**config.mk**
```make
export PLATFORM = sky130hd
export DESIGN_NAME = bresenham_line_stepper
export DESIGN_NICKNAME = d
export VERILOG_FILES = /design/src/sv/bls_pkg.sv /design/src/sv/bls_front.sv /design/src/sv/bls_cmd_fifo.sv /design/src/sv/bls_stepper.sv /design/src/sv/bresenham_line_stepper.sv
export SDC_FILE = /design/constraint.sdc
export NUM_CORES = 1
export LEC_CHECK = 0
export ABC_CLOCK_PERIOD_IN_PS = 9100
export BUFFER_PORTS_ARGS = -buffer_cell sky130_fd_sc_hd__buf_4
export CELL_PAD_IN_SITES_DETAIL_PLACEMENT = 1
export CELL_PAD_IN_SITES_GLOBAL_PLACEMENT = 1
export CORE_MARGIN = 2
export CORE_UTILIZATION = 46
export CTS_BUF_LIST = sky130_fd_sc_hd__clkbuf_8
export DETAILED_ROUTE_END_ITERATION = 8
export GPL_TIMING_DRIVEN = 0
export PLACE_DENSITY_LB_ADDON = 0.1
export SETUP_SLACK_MARGIN = 0.4
export SLEW_MARGIN = 20
export SYNTH_ARGS = -nofsm -noshare
export SYNTH_HDL_FRONTEND = slang
export SYNTH_SLANG_ARGS = --single-unit
```
**constraint.sdc**
```tcl
create_clock -name clk_i -period 9.1 [get_ports clk_i]
set_input_delay 0.91 -clock clk_i [delete_from_list [all_inputs] [get_ports clk_i]]
set_output_delay 0.91 -clock clk_i [all_outputs]
set_load 0.02 [all_outputs]
```
**src/sv/bls_pkg.sv**
```systemverilog
`default_nettype none

package bls_pkg;

  // Grid size: coordinates run from 0 to 2**COORD_BITS - 1.
  localparam int unsigned COORD_BITS = 6;
  // The error term spans -(dx+dy) .. dx+dy, so two bits above a coordinate.
  localparam int unsigned ERR_BITS = COORD_BITS + 2;

  typedef logic [COORD_BITS-1:0] coord_t;
  typedef logic signed [ERR_BITS-1:0] err_t;

  // One line command as it arrives at the input.
  typedef struct packed {
    coord_t x_start;
    coord_t y_start;
    coord_t x_end;
    coord_t y_end;
  } line_cmd_t;

  // One emitted pixel.
  typedef struct packed {
    coord_t pixel_x;
    coord_t pixel_y;
    logic   last_pixel;
  } pixel_t;

  // Classified command handed from the front end to the stepper.
  typedef struct packed {
    coord_t cur_x;
    coord_t cur_y;
    coord_t goal_x;
    coord_t goal_y;
    coord_t delta_x;
    coord_t delta_y;
    logic   step_x_negative;
    logic   step_y_negative;
    err_t   error_term;
  } step_cmd_t;

endpackage

`default_nettype wire

```
**src/sv/bls_front.sv**
```systemverilog
`default_nettype none

module bls_front (
  input  bls_pkg::line_cmd_t line_i,
  input  logic               push,
  input  logic               fifo_full_i,
  output logic               wr_en_o,
  output bls_pkg::step_cmd_t cmd_o
);
  import bls_pkg::*;

  logic   x_fwd;
  logic   y_fwd;
  coord_t dx;
  coord_t dy;
  err_t   dx_ext;
  err_t   dy_half;

  // A transaction is taken whenever the command queue has room.
  assign wr_en_o = push && !fifo_full_i;

  // Absolute extents and step directions of the line.
  assign x_fwd = line_i.x_start < line_i.x_end;
  assign y_fwd = line_i.y_start < line_i.y_end;
  assign dx    = x_fwd ? (line_i.x_end - line_i.x_start) : (line_i.x_start - line_i.x_end);
  assign dy    = y_fwd ? (line_i.y_end - line_i.y_start) : (line_i.y_start - line_i.y_end);

  // Initial error: dx/2 for x-major lines, otherwise -(dy/2).
  assign dx_ext  = err_t'({2'b00, dx >> 1});
  assign dy_half = err_t'({2'b00, dy >> 1});

  always_comb begin
    cmd_o.cur_x           = line_i.x_start;
    cmd_o.cur_y           = line_i.y_start;
    cmd_o.goal_x          = line_i.x_end;
    cmd_o.goal_y          = line_i.y_end;
    cmd_o.delta_x         = dx;
    cmd_o.delta_y         = dy;
    cmd_o.step_x_negative = !x_fwd;
    cmd_o.step_y_negative = !y_fwd;
    cmd_o.error_term      = (dx > dy) ? dx_ext : -dy_half;
  end

endmodule

`default_nettype wire

```
**src/sv/bls_cmd_fifo.sv**
```systemverilog
`default_nettype none

module bls_cmd_fifo #(
  parameter int unsigned DEPTH = 2
) (
  input  logic               clk_i,
  input  logic               rst_ni,
  input  logic               wr_en_i,
  input  bls_pkg::step_cmd_t wr_data_i,
  input  logic               rd_en_i,
  output bls_pkg::step_cmd_t rd_data_o,
  output logic               full_o,
  output logic               empty_o
);
  import bls_pkg::*;

  localparam int unsigned PtrBits = (DEPTH > 1) ? $clog2(DEPTH) : 1;
  localparam int unsigned CntBits = $clog2(DEPTH + 1);

  step_cmd_t          mem_q [DEPTH];
  logic [PtrBits-1:0] wr_ptr_q, wr_ptr_d;
  logic [PtrBits-1:0] rd_ptr_q, rd_ptr_d;
  logic [CntBits-1:0] count_q, count_d;

  assign full_o    = count_q == CntBits'(DEPTH);
  assign empty_o   = count_q == '0;
  assign rd_data_o = mem_q[rd_ptr_q];

  // Pointer and fill-count update with wrap at the queue depth.
  always_comb begin
    wr_ptr_d = wr_ptr_q;
    rd_ptr_d = rd_ptr_q;
    count_d  = count_q;
    if (wr_en_i) begin
      wr_ptr_d = (wr_ptr_q == PtrBits'(DEPTH - 1)) ? '0 : wr_ptr_q + 1'b1;
    end
    if (rd_en_i) begin
      rd_ptr_d = (rd_ptr_q == PtrBits'(DEPTH - 1)) ? '0 : rd_ptr_q + 1'b1;
    end
    if (wr_en_i && !rd_en_i) begin
      count_d = count_q + 1'b1;
    end else if (!wr_en_i && rd_en_i) begin
      count_d = count_q - 1'b1;
    end
  end

  always_ff @(posedge clk_i or negedge rst_ni) begin
    if (!rst_ni) begin
      wr_ptr_q <= '0;
      rd_ptr_q <= '0;
      count_q  <= '0;
    end else begin
      wr_ptr_q <= wr_ptr_d;
      rd_ptr_q <= rd_ptr_d;
      count_q  <= count_d;
    end
  end

  // Queue storage holds payload only.
  always_ff @(posedge clk_i) begin
    if (wr_en_i) begin
      mem_q[wr_ptr_q] <= wr_data_i;
    end
  end

endmodule

`default_nettype wire

```
**src/sv/bls_stepper.sv**
```systemverilog
`default_nettype none

module bls_stepper (
  input  logic               clk_i,
  input  logic               rst_ni,
  input  bls_pkg::step_cmd_t cmd_i,
  input  logic               cmd_avail_i,
  output logic               cmd_take_o,
  output logic               empty,
  input  logic               pop,
  output bls_pkg::pixel_t    pixel_o
);
  import bls_pkg::*;

  logic      busy_q, busy_d;
  step_cmd_t st_q, st_d;
  logic      out_valid_q, out_valid_d;
  pixel_t    out_q, out_d;
  logic      advance;
  logic      done;
  logic      x_step;
  logic      y_step;
  err_t      dx_ext;
  err_t      dy_ext;

  assign empty   = !out_valid_q;
  assign pixel_o = out_q;

  // A pixel is produced when the output register is free or being drained.
  assign advance    = busy_q && (!out_valid_q || pop);
  assign done       = (st_q.cur_x == st_q.goal_x) && (st_q.cur_y == st_q.goal_y);
  assign cmd_take_o = cmd_avail_i && (!busy_q || (advance && done));

  // Bresenham step decisions, taken on the error before the step.
  assign dx_ext = err_t'({2'b00, st_q.delta_x});
  assign dy_ext = err_t'({2'b00, st_q.delta_y});
  assign x_step = st_q.error_term > -dx_ext;
  assign y_step = st_q.error_term < dy_ext;

  always_comb begin
    busy_d      = busy_q;
    st_d        = st_q;
    out_valid_d = out_valid_q && !pop;
    out_d       = out_q;
    if (advance) begin
      out_valid_d      = 1'b1;
      out_d.pixel_x    = st_q.cur_x;
      out_d.pixel_y    = st_q.cur_y;
      out_d.last_pixel = done;
      if (done) begin
        busy_d = 1'b0;
      end else begin
        st_d.error_term = st_q.error_term - (x_step ? dy_ext : '0) + (y_step ? dx_ext : '0);
        if (x_step) begin
          st_d.cur_x = st_q.step_x_negative ? st_q.cur_x - 1'b1 : st_q.cur_x + 1'b1;
        end
        if (y_step) begin
          st_d.cur_y = st_q.step_y_negative ? st_q.cur_y - 1'b1 : st_q.cur_y + 1'b1;
        end
      end
    end
    // A new command loads as soon as the previous one emits its end pixel.
    if (cmd_take_o) begin
      busy_d = 1'b1;
      st_d   = cmd_i;
    end
  end

  always_ff @(posedge clk_i or negedge rst_ni) begin
    if (!rst_ni) begin
      busy_q      <= 1'b0;
      out_valid_q <= 1'b0;
    end else begin
      busy_q      <= busy_d;
      out_valid_q <= out_valid_d;
    end
  end

  always_ff @(posedge clk_i) begin
    st_q  <= st_d;
    out_q <= out_d;
  end

endmodule

`default_nettype wire

```
**src/sv/bresenham_line_stepper.sv**
```systemverilog
`default_nettype none
// Path: a line command passes through the command queue and the stepper's state register,
// and each pixel of the line then lands in the result register.
// Throughput: one pixel per cycle while pop keeps the result register drained; a line
// gives max(dx,dy)+1 pixels, at most 64, and the next queued line follows with no gap.
// Reset: asynchronous, active low; it empties the command queue and the result register.
module bresenham_line_stepper #(
  parameter int unsigned CMD_DEPTH = 2
) (
  input  logic                clk_i,
  input  logic                rst_ni,
  input  bls_pkg::line_cmd_t  line_i,
  input  logic                push,
  output logic                full,
  output bls_pkg::pixel_t     pixel_o,
  output logic                empty,
  input  logic                pop
);
  import bls_pkg::*;

  step_cmd_t front_cmd;
  step_cmd_t queued_cmd;
  logic      wr_en;
  logic      rd_en;
  logic      q_empty;

  // Front end: takes a transaction and classifies the line.
  bls_front u_front (
    .line_i      (line_i),
    .push        (push),
    .fifo_full_i (full),
    .wr_en_o     (wr_en),
    .cmd_o       (front_cmd)
  );

  // Short queue decoupling the front end from the stepper.
  bls_cmd_fifo #(
    .DEPTH (CMD_DEPTH)
  ) u_fifo (
    .clk_i     (clk_i),
    .rst_ni    (rst_ni),
    .wr_en_i   (wr_en),
    .wr_data_i (front_cmd),
    .rd_en_i   (rd_en),
    .rd_data_o (queued_cmd),
    .full_o    (full),
    .empty_o   (q_empty)
  );

  // Back end: walks the line one pixel per cycle while the result register is drained.
  bls_stepper u_stepper (
    .clk_i       (clk_i),
    .rst_ni      (rst_ni),
    .cmd_i       (queued_cmd),
    .cmd_avail_i (!q_empty),
    .cmd_take_o  (rd_en),
    .empty       (empty),
    .pop         (pop),
    .pixel_o     (pixel_o)
  );

endmodule

`default_nettype wire

```
Yosys cells after proc, flatten, opt, wreduce, memory -nomap -nowiden
Memory sizes are Yosys's and may differ from the RTL's.
Index checks and enable logic that the tools add are counted.
Widths: inputs -> output; s select.
- input bits: 28
- bits in writable memories: 92
- memories kept: 1
- output and inout bits: 15
- word-level logic and storage cells: 96
- register bits: 65
- $lt $le $gt $ge: 5
- $add $sub $neg: 16
- mux-type cells: 24
- reductions and logical operators: 29
- eq/ne operators: 4
- memory list (memory ; words ; bits a word ; rd ports ; clocked after memory_dff ; write ports ; line ; text):
    u_fifo.mem_q ; 2 ; 46 ; 1 ; 0 ; 1 ; bls_cmd_fifo.sv:20 ; step_cmd_t mem_q [DEPTH];
- operators by type and width (cell ; number):
    $mux 6 ; 8
    $mux 46 ; 1
    $mux 12 ; 2
    $mux 8 ; 3
    $sub 6x6->6 ; 4
    $add 6x1->6 const B ; 2
    $eq 6x6->1 ; 2
    $lt 6x6->1 ; 2
    $sub 6x1->6 const B ; 2
    $reduce_bool 2->1 ; 5
    $logic_not 1->1 ; 9
    $add 8x8->8 ; 1
    $gt 8x8->1 ; 1
    $logic_and 1x1->1 ; 8
    $lt 8x7->1 ; 1
    $mux 1 ; 8
    $neg 5->8 ; 1
    $neg 6->8 ; 1
    $sub 8x8->8 ; 1
    $gt 6x6->1 ; 1
    $reduce_and 3->1 ; 2
    $mux 2 ; 2
    $reduce_and 2->1 ; 2
    $add 1x1->1 const B ; 2
    other kinds (6) ; 7

Logic depth before layout (Yosys ltp)
Gate-level depths: netlist (run 1).
- depth in word-level cells: 9
- mapped depth: 22
- depth with buffers taken out: 22

Cells and area by module
Synthesis (run 1) repeated with hierarchy kept, for this count alone.
- cells, all modules: 635
- area, all modules: 8772.2 um^2
- by module, submodules not included (module ; times used ; cells each ; area each (um^2) ; seq. area each (um^2)):
    bls_cmd_fifo ; 1 ; 159 ; 3629.7 ; 2862.7
    bls_stepper ; 1 ; 281 ; 3626.0 ; 1821.7
    bls_front ; 1 ; 194 ; 1512.7 ; 0.0
    bresenham_line_stepper ; 1 ; 1 ; 3.8 ; 0.0

Worst setup path before layout (run 1)
Ideal clock, no wire load.
- path type: input -> register
- start: input line_i[12] (netlist bit)
- end: memory u_fifo.mem_q[0][0] (netlist bit) (data pin)
- path buffers: 0
- required time: 8.838 ns
- data arrival time: 4.167 ns
- stages on the path: 16
- library setup time: 0.262 ns
- setup slack: 4.671 ns
- cells stage by stage: inv_1 -> ha_1 -> inv_1 -> fa_1 -> a211o_1 -> a21o_1 -> a21oi_2 -> mux2i_1 -> xor2_1 -> inv_1 -> ha_1 -> nand4_1 -> nor2_1 -> nor2_1 -> a21oi_2 -> mux2_2
- RTL lines (item ; line ; text):
    start: declaration ; bresenham_line_stepper.sv:12 ; input bls_pkg::line_cmd_t line_i,
    end: declaration ; bls_cmd_fifo.sv:20 ;

==> results.rst, run 1 <==
.. list-table::
   :header-rows: 1

   * - Metric
     - Value
   * - Run status
     - finished, final reports clean
   * - Area of the die
     - roughly 19000 um^2
   * - Minimum setup slack among reg-to-reg paths
     - 3.94 ns
   * - Data arrival time of the critical path
     - 5.36 ns
   * - Clock tree from TritonCTS
     - yes
   * - Final Wtd Congestion
     - slightly above 0.8
   * - Violation count after the first detailed-route iteration
     - 390
   * - Clk_skew
     - between 0.015 and 0.02 ns
   * - First-pass iteration count of the detailed router
     - 4
   * - Distinct cell type count of the synthesized netlist
     - 53
   * - Final clock period utilization by the worst path
     - 56.8%
   * - Core area
     - 17400 um^2
   * - Unrepaired setup endpoints after global routing
     - false
   * - Comb power frac
     - 41.4%
   * - Min Tclk post-route
     - 5.16 ns
   * - Net switching power figure
     - 1030 uW
   * - Switch share
     - 37.0%
   * - Crit Reg-Reg Endpoint
     - u_stepper.st_q[7]$_DFFE_PP_
   * - Library cell used as clock root buffer
     - clkbuf_8
   * - Area share of the largest cell type after synthesis
     - 55.0%
   * - Final-report hold violation count
     - 0
   * - Global-route wire length before repair
     - between 20000 and 30000 um
   * - Count of warnings emitted by yosys
     - 0
   * - Total routing usage reported by global routing
     - 21.0%
   * - Final Worst Setup Slack
     - 3.94 ns
   * - Worst flop-to-flop path startpoint
     - u_stepper.dx_ext[2]$_DFFE_PP_
   * - Setup WS pre-CTS
     - 3.86 ns
   * - I/O pin count
     - between 40 and 50
   * - Insertion delay to the later sink of the worst-skew pair
     - 0.47 ns
   * - # DRC
     - 0
   * - Biggest fanout along the worst timing path
     - 7
   * - Seq cells post-synth
     - 157
   * - Sum of overflow across all layers after global routing
     - 0
   * - Setup violations, final
     - 0
   * - WL final
     - 18400 um
   * - CTS resizes
     - 0
   * - Max H-tree Level
     - 4
   * - Setup TNS
     - 0 ns
   * - Tightest Pin Transition
     - 0.993 ns
   * - TritonCTS sink count
     - between 150 and 200
   * - Achievable Freq
     - 194 MHz
   * - PortBufs
     - between 40 and 50
   * - Max-Slew Margin vs Limit
     - 33.4%
   * - Final non-filler cell total
     - 940
   * - Nature of the critical path endpoint
     - register
   * - Portion of the post-synthesis area used by sequential elements
     - 56.8%
   * - Clock power frac
     - 16.9%
   * - Total number of placement rows
     - 48
   * - Routed length per placed instance
     - 19.5 um
   * - R2R cell count
     - 20
   * - Share of synthesized registers carrying an async set or reset
     - approximately 3.8%
   * - VDD IR max
     - 0.183 mV
   * - Most frequently used flop master after synthesis
     - edfxtp_1
   * - Total half-perimeter wirelength after legalization and detailed placement
     - 14100 um
   * - Number of antenna violations at the first check in global routing
     - 0
   * - Setup repair bufs after CTS
     - 0
   * - Critical path start-end classification
     - register to register
   * - Layout cell share with drive strength beyond 1
     - 17.2%
   * - Largest net degree at the start of global routing
     - 47
   * - Pwr Total
     - 2780 uW
   * - Die outline height
     - 138 um
   * - Number of cells in the design after placement
     - 908
   * - Cts hold-fix bufs
     - 0
   * - Top post-synthesis cells by area
     - edfxtp_1 (55%), ha_1 (9.2%), mux2_2 (4.4%), inv_1 (3.9%), fa_1 (2.9%)
   * - Final nets
     - 803
   * - Antenna diodes
     - 0
   * - Gate count after technology mapping
     - ~640
   * - Clock-pin slew reported for the worst setup and hold paths after clock tree synthesis
     - 0.09 ns
   * - Layout-stage area growth over the synthesis result
     - 12.2%
   * - Number of flops mapped to enable cells by yosys
     - 151
   * - Post-Syn Area per Cell
     - about 13 um^2
   * - Remaining number of nets flagged by the antenna check after routing
     - 0
   * - Vias in the first global route
     - 5369
   * - Sequential share of power
     - 41.7%
   * - Number of vias after detailed routing
     - roughly 5000
   * - Most area-hungry cell type in the Yosys netlist
     - edfxtp_1
   * - DIE WIDTH
     - 138 um
   * - Worst min path class
     - input port to asynchronous set/reset pin
   * - TritonCTS buffer count
     - 17
   * - Initial standard-cell utilization of the core
     - a little under half
   * - Maximum count of clock buffers along a single path
     - 2
   * - Number of max-cap violations
     - 0
   * - Final Max Slew Viols
     - 0
   * - Endpoint required time on the critical path
     - just over 9 ns
   * - Leakage component of the power
     - 0.00374 uW
   * - Power density of the placed cells
     - 300 nW/um^2
   * - Critical Path Source Type
     - register
   * - Via/cell ratio
     - 5.30
   * - Internal power summed over all cells
     - 1750 uW
   * - Synthesized cell area
     - 8250 um^2
   * - Net count after synthesis
     - 740
[how the worst max path moves through the flow]
stage | from | end | cells past startpoint
floorplan | line_i[12] | u_fifo.mem_q[0][0]$_DFFE_PP_ | 16
global placement | line_i[12] | u_fifo.mem_q[0][1]$_DFFE_PP_ | 17
detailed placement | u_stepper.dx_ext[2]$_DFFE_PP_ | u_stepper.st_q[7]$_DFFE_PP_ | 20
CTS | u_stepper.dx_ext[2]$_DFFE_PP_ | u_stepper.st_q[7]$_DFFE_PP_ | 20
global route | u_stepper.dx_ext[2]$_DFFE_PP_ | u_stepper.st_q[7]$_DFFE_PP_ | 20
finish | u_stepper.dx_ext[2]$_DFFE_PP_ | u_stepper.st_q[7]$_DFFE_PP_ | 20
[cells by family (layout without fill, tap and decap cells)]
group | Yosys count | count (layout) | synth area share, %
flops | 157 | 157 | 56.8
compound gates | 109 | 109 | 8.40
simple gates | 102 | 102 | 6.31
buf+inv | 99 | 175 | 4.61
fa+ha+maj | 73 | 73 | 12.2
mux | 50 | 50 | 6.55
xor+xnor | 49 | 49 | 5.20
[Yosys cell counts, types with 2 or more instances]
cell type and count:
xnor2_1 26, mux2i_1 18, or3_1 2, a21oi_2 2, edfxtp_1 151, o21bai_1 4, nand4_1 4, dfrtp_1 6
nor2_1 21, buf_1 2, clkbuf_1 9, and2_1 8, nor3_1 4, a21oi_1 33, nor2b_1 12, mux2_2 32
nand3_1 5, fa_1 12, o21ai_1 2, o21ai_0 26, a211oi_1 10, nor4_1 3, o21a_1 3, nand2b_1 3
xor2_1 23, inv_1 86, nand2_1 29, a21o_1 13, a21o_2 3, ha_1 61, a21boi_0 2, and3_1 3
[cells in the final DEF, fill, tap and decap left out, types with 6 or more instances in the layout]
master    instances
a21oi_1          33
clkbuf_8         17
and2_1            8
mux2i_1          18
edfxtp_1        151
nand2_1          29
a21o_1           13
clkbuf_1          9
a211oi_1         10
nor2_1           20
xnor2_1          26
buf_4            42
inv_1            87
dfrtp_1           6
o21ai_0          26
ha_1             61
nor2b_1          11
xor2_1           23
fa_1             12
mux2_2           32
[critical path: stages (launching register included)]
cell and delay (ns):
edfxtp_1 0.49, nor3_1 0.35, xor2_1 0.21, ha_1 0.27
a21o_1 0.18, a21oi_1 0.14, nor2b_1 0.06, o31ai_1 0.24
a21oi_1 0.10, a21o_1 0.28, and2_1 0.21, fa_1 0.50
inv_1 0.07, ha_1 0.30, a21o_1 0.18, a21oi_1 0.26
o21bai_1 0.12, a2111oi_0 0.46, nor3_1 0.14, xor2_1 0.23
a21oi_1 0.10
[power groups by stage]
stage          combinational (uW)  sequential, uW  clock (uW)
5_1_grt                      1290            1180         508
6_report                     1150            1160         469
3_5_place_dp                 1150            1180           0
4_1_cts                      1160            1160         481
3_3_place_gp                 1060            1170           0
2_1_floorplan                 804            1160           0
[final cells by class]
type / count / area [um^2]
buffer: 13 / 57.6
clock buffer: 17 / 234
clock inverter: 15 / 114
fill: 1818 / 8160
inverter: 86 / 323
multi-input combinational: 383 / 3200
sequential: 157 / 4680
tap: 225 / 282
timing repair buffer: 44 / 363
[per-stage QoR]
| step | utilization [%] | area, um^2 | hold WS [ns] |
|---|---|---|---|
| 6_report | 53.2 | 9260 | 0.231 |
| 5_1_grt | 53.2 | 9260 | 0.200 |
| 4_1_cts | 53.1 | 9260 | 0.206 |
| 3_5_place_dp | 51.1 | 8910 | 0.527 |
| 3_3_place_gp | 50.8 | 8850 | 0.481 |
| 2_1_floorplan | - | 8250 | 0.461 |
[per-layer routing]
metal / part of all wire, % / GRT usage, %
met1: 47 / 27.6
met4: 1.9 / 7.14
met3: 2.3 / 3.98
met2: 49 / 35.2
met5: 0 / 0
[state kept, by name (all words and copies together) (netlist names)]
signal,flops
u_stepper.pixel_o,13
u_fifo.wr_ptr_q,1
u_stepper.busy_q,1
u_stepper.st_q,34
u_fifo.mem_q,92
u_fifo.count_q,2
u_stepper.dy_ext,6
u_stepper.dx_ext,6
u_stepper.out_valid_q,1
u_fifo.rd_ptr_q,1
Power figures use the tool's default switching activity.
==> run 2, diff against run 1 <==
--- a/config.mk
+++ b/config.mk
@@ -5,7 +5,7 @@
 export SDC_FILE = /design/constraint.sdc
 export NUM_CORES = 1
 export LEC_CHECK = 0
-export ABC_CLOCK_PERIOD_IN_PS = 9100
+export ABC_CLOCK_PERIOD_IN_PS = 4300
 export BUFFER_PORTS_ARGS = -buffer_cell sky130_fd_sc_hd__buf_4
 export CELL_PAD_IN_SITES_DETAIL_PLACEMENT = 1
 export CELL_PAD_IN_SITES_GLOBAL_PLACEMENT = 1
==> constraint.sdc (replaced) <==
create_clock -name clk_i -period 4.3 [get_ports clk_i]
set_input_delay 0.43 -clock clk_i [delete_from_list [all_inputs] [get_ports clk_i]]
set_output_delay 0.43 -clock clk_i [all_outputs]
set_load 0.02 [all_outputs]
==> run 2 against run 1 <==
The flow now finishes with violations (negative setup slack). Total power up 140%. Final cell count is 2.0% higher. Worst setup slack worse by 4.2 ns. Register-to-register slack lost 4.2 ns. Clock skew increased by 0.00088 ns. Global-route usage rose by 0.36 points. Cell area is 4.4% higher. Maximum frequency rose by 14%. Critical path depth is the same. Sequential power up 110%. Critical path type unchanged. Largest cell class unchanged.
==> results.rst, run 2 (synthesized netlist as in run 1, its figures left out) <==
.. list-table::
   :header-rows: 1

   * - Metric
     - Value
   * - Number of cells in the design after placement
     - around 910
   * - Biggest fanout along the worst timing path
     - 6
   * - Clock tree from TritonCTS
     - yes
   * - Total number of placement rows
     - 48
   * - Violation count after the first detailed-route iteration
     - between 300 and 400
   * - Minimum setup slack among reg-to-reg paths
     - -0.24 ns
   * - DIE WIDTH
     - approximately 140 um
   * - # DRC
     - 0
   * - Cell with the biggest individual delay on the critical path
     - fa_1
   * - Min Tclk post-route
     - 4.54 ns
   * - TritonCTS buffer count
     - 17
   * - Final non-filler cell area
     - 9660 um^2
   * - VDD IR max
     - around 0.55 mV
   * - Final nets
     - 822
   * - Timing endpoint of the critical path
     - u_stepper.st_q[7]$_DFFE_PP_
   * - Largest register FFs
     - 92
   * - Setup violations, final
     - 4
   * - Max-Slew Margin vs Limit
     - 29.9%
   * - Max H-tree Level
     - 4
   * - Number of antenna violations at the first check in global routing
     - 0
   * - Most used cells in the layout excluding fill and tap cells
     - edfxtp_1 (151), inv_1 (88), ha_1 (56), buf_4 (56), mux2_2 (32)
   * - Library cell used as clock root buffer
     - clkbuf_8
   * - Achievable Freq
     - around 220 MHz
   * - Number of cells traversed by the worst hold path
     - 1
   * - Total routing usage reported by global routing
     - between 20% and 30%
   * - Number of max-cap violations
     - 0
   * - Total half-perimeter wirelength after legalization and detailed placement
     - around 14000 um
   * - Critical Path Source Type
     - register
   * - Largest net degree at the start of global routing
     - 47
   * - Insertion delay to the later sink of the worst-skew pair
     - 0.45 ns
   * - First-pass iteration count of the detailed router
     - 4
   * - Layout cell share with drive strength beyond 1
     - 23.2%
   * - Crit Reg-Reg Endpoint
     - u_stepper.st_q[7]$_DFFE_PP_
   * - Maximum count of clock buffers along a single path
     - 2
   * - Critical path, cell by cell
     - nor3_4 -> xor2_1 -> ha_1 -> a21o_1 -> a21oi_2 -> nor2b_1 -> o31ai_1 -> a21oi_1 -> a21o_2 -> and2_4 -> fa_1 -> inv_2 -> ha_4 -> a21o_1 -> a21oi_2 -> o21bai_2 -> a2111oi_4 -> nor3_2 -> xor2_1 -> a21oi_1
   * - TritonCTS sink count
     - 157
   * - Endpoint required time on the critical path
     - about 4.5 ns
   * - Footprint of the flip-flops and latches
     - 4680 um^2
   * - Logic depth of the worst setup path including buffers
     - 20
   * - Layout-stage area growth over the synthesis result
     - 17.1%
   * - Leakage component of the power
     - 0.00390 uW
   * - Remaining number of nets flagged by the antenna check after routing
     - 0
   * - Most common cell after layout, fill and taps aside
     - edfxtp_1
   * - Worst min path class
     - input port to register
   * - Unrepaired setup endpoints after global routing
     - true
   * - Die outline height
     - 138 um
   * - Number of vias after detailed routing
     - 5171
   * - Run status
     - finished with violations
   * - Delay contributed by the slowest stage of the critical path
     - around 0.49 ns
   * - Routed length per placed instance
     - 20.1 um
   * - Number of filler cells placed in the layout
     - 1770
   * - Clk_skew
     - 0.0160 ns
   * - Antenna diodes
     - 0
   * - I/O pin count
     - 43
   * - Power density of the placed cells
     - 692 nW/um^2
   * - Critical path start-end classification
     - register to register
   * - Worst flop-to-flop path startpoint
     - u_stepper.dx_ext[2]$_DFFE_PP_
   * - Final Worst Setup Slack
     - -0.241 ns
   * - Sum of overflow across all layers after global routing
     - 0
   * - Final Wtd Congestion
     - between 0.8 and 0.9
   * - Top reg by flops
     - u_fifo.mem_q
   * - Final-report hold violation count
     - 0
   * - Violations in the final reports
     - negative setup slack
   * - Area taken by multi-input logic gates
     - 3410 um^2
   * - Area after detailed placement
     - 8960 um^2
   * - Worst Hold Slack
     - around 0.17 ns
   * - Cell class contributing the biggest share of worst-path delay
     - compound AO/OA/AOI/OAI gates
   * - Nature of the critical path endpoint
     - register
   * - Data arrival time of the critical path
     - 4.73 ns
   * - Initial standard-cell utilization of the core
     - 47.4%
   * - Final clock period utilization by the worst path
     - 106%
   * - Via/cell ratio
     - 5.39
   * - Tightest Pin Transition
     - 1.05 ns
   * - Final Max Slew Viols
     - 0
   * - Timing startpoint of the critical path
     - u_stepper.dx_ext[2]$_DFFE_PP_
   * - Final non-filler cell total
     - 959
   * - WL final
     - 19300 um
   * - Clock-pin slew reported for the worst setup and hold paths after clock tree synthesis
     - around 0.090 ns
   * - R2R cell count
     - 20
   * - Sum of buffers and inverters on the critical path
     - 1
   * - PortBufs
     - 42
   * - Area of the die
     - 19000 um^2
   * - Global-route wire length before repair
     - 29500 um
   * - Core area
     - ~17000 um^2
   * - Vias in the first global route
     - 5354
## run 2: cell count changes in the layout (fill, tap and decap cells not counted), sizes merged
cell,previous run,this run
inv,93,91
clkbuf,27,28
clkinvlp,2,1
bufinv,0,2
buf,47,65
dlygate4sd3,0,1
## run 2: cell type report
| type | instances | area share [%] |
|---|---|---|
| Tap cell | 225 | 2.91 |
| Clock buffer | 18 | 2.56 |
| Inverter | 86 | 3.34 |
| Multi-Input combinational cell | 383 | 35.3 |
| Sequential cell | 157 | 48.5 |
| Buffer | 13 | 0.596 |
| Clock inverter | 14 | 1.36 |
| Timing Repair Buffer | 63 | 5.41 |
## run 2: metal layers
layer  global-route usage (%)  share of wire [%]  vias to the layer above
met2                     36.5                 50                       90
met5                        0                  0                        -
met1                     27.5                 45                     2628
li1                         -                  -                     2427
met3                     3.87                3.3                       26
met4                     7.26                1.9                        0
## run 2: power by group
part | internal, uW | total, uW | switching (uW)
Sequential | 2270 | 2460 | 193
Combinational | 1470 | 3160 | 1690
Clock | 523 | 1060 | 542
Total | 4260 | 6690 | 2430
## run 2: how the worst min path moves through the flow
| stage | from | to |
|---|---|---|
| 2_1_floorplan | rst_ni | u_fifo.count_q[0]$_DFFE_PN0P_ |
| 3_3_place_gp | rst_ni | u_fifo.wr_ptr_q$_DFFE_PN0P_ |
| 3_5_place_dp | rst_ni | u_fifo.count_q[1]$_DFFE_PN0P_ |
| 4_1_cts | line_i[11] | u_fifo.mem_q[1][33]$_DFFE_PP_ |
| 5_1_grt | line_i[11] | u_fifo.mem_q[1][33]$_DFFE_PP_ |
| 6_report | line_i[11] | u_fifo.mem_q[1][33]$_DFFE_PP_ |
## run 2: per-stage QoR
step                      util (%)  worst slack (ns)  power (uW)  setup TNS (ns)
after floorplan                  -             0.295        4240               0
after global placement        51.1            -0.314        4810          -12.39
after detailed placement      51.4            -0.401        5010           -4.86
after CTS                     54.2            -0.183        6290          -0.287
after global routing          55.5            -0.389        7100           -1.17
final                         55.5            -0.241        6690          -0.498
## run 2: repair_timing
| item | in CTS | in global routing |
|---|---|---|
| pin swaps | 9 | 19 |
| hold endpoints to repair | 6 | 0 |
| gates cloned | 0 | 0 |
| hold buffers | 1 | 0 |
| endpoints found under the setup margin | 22 | 21 |
| gates resized for setup | 13 | 28 |
| setup buffers | 8 | 10 |
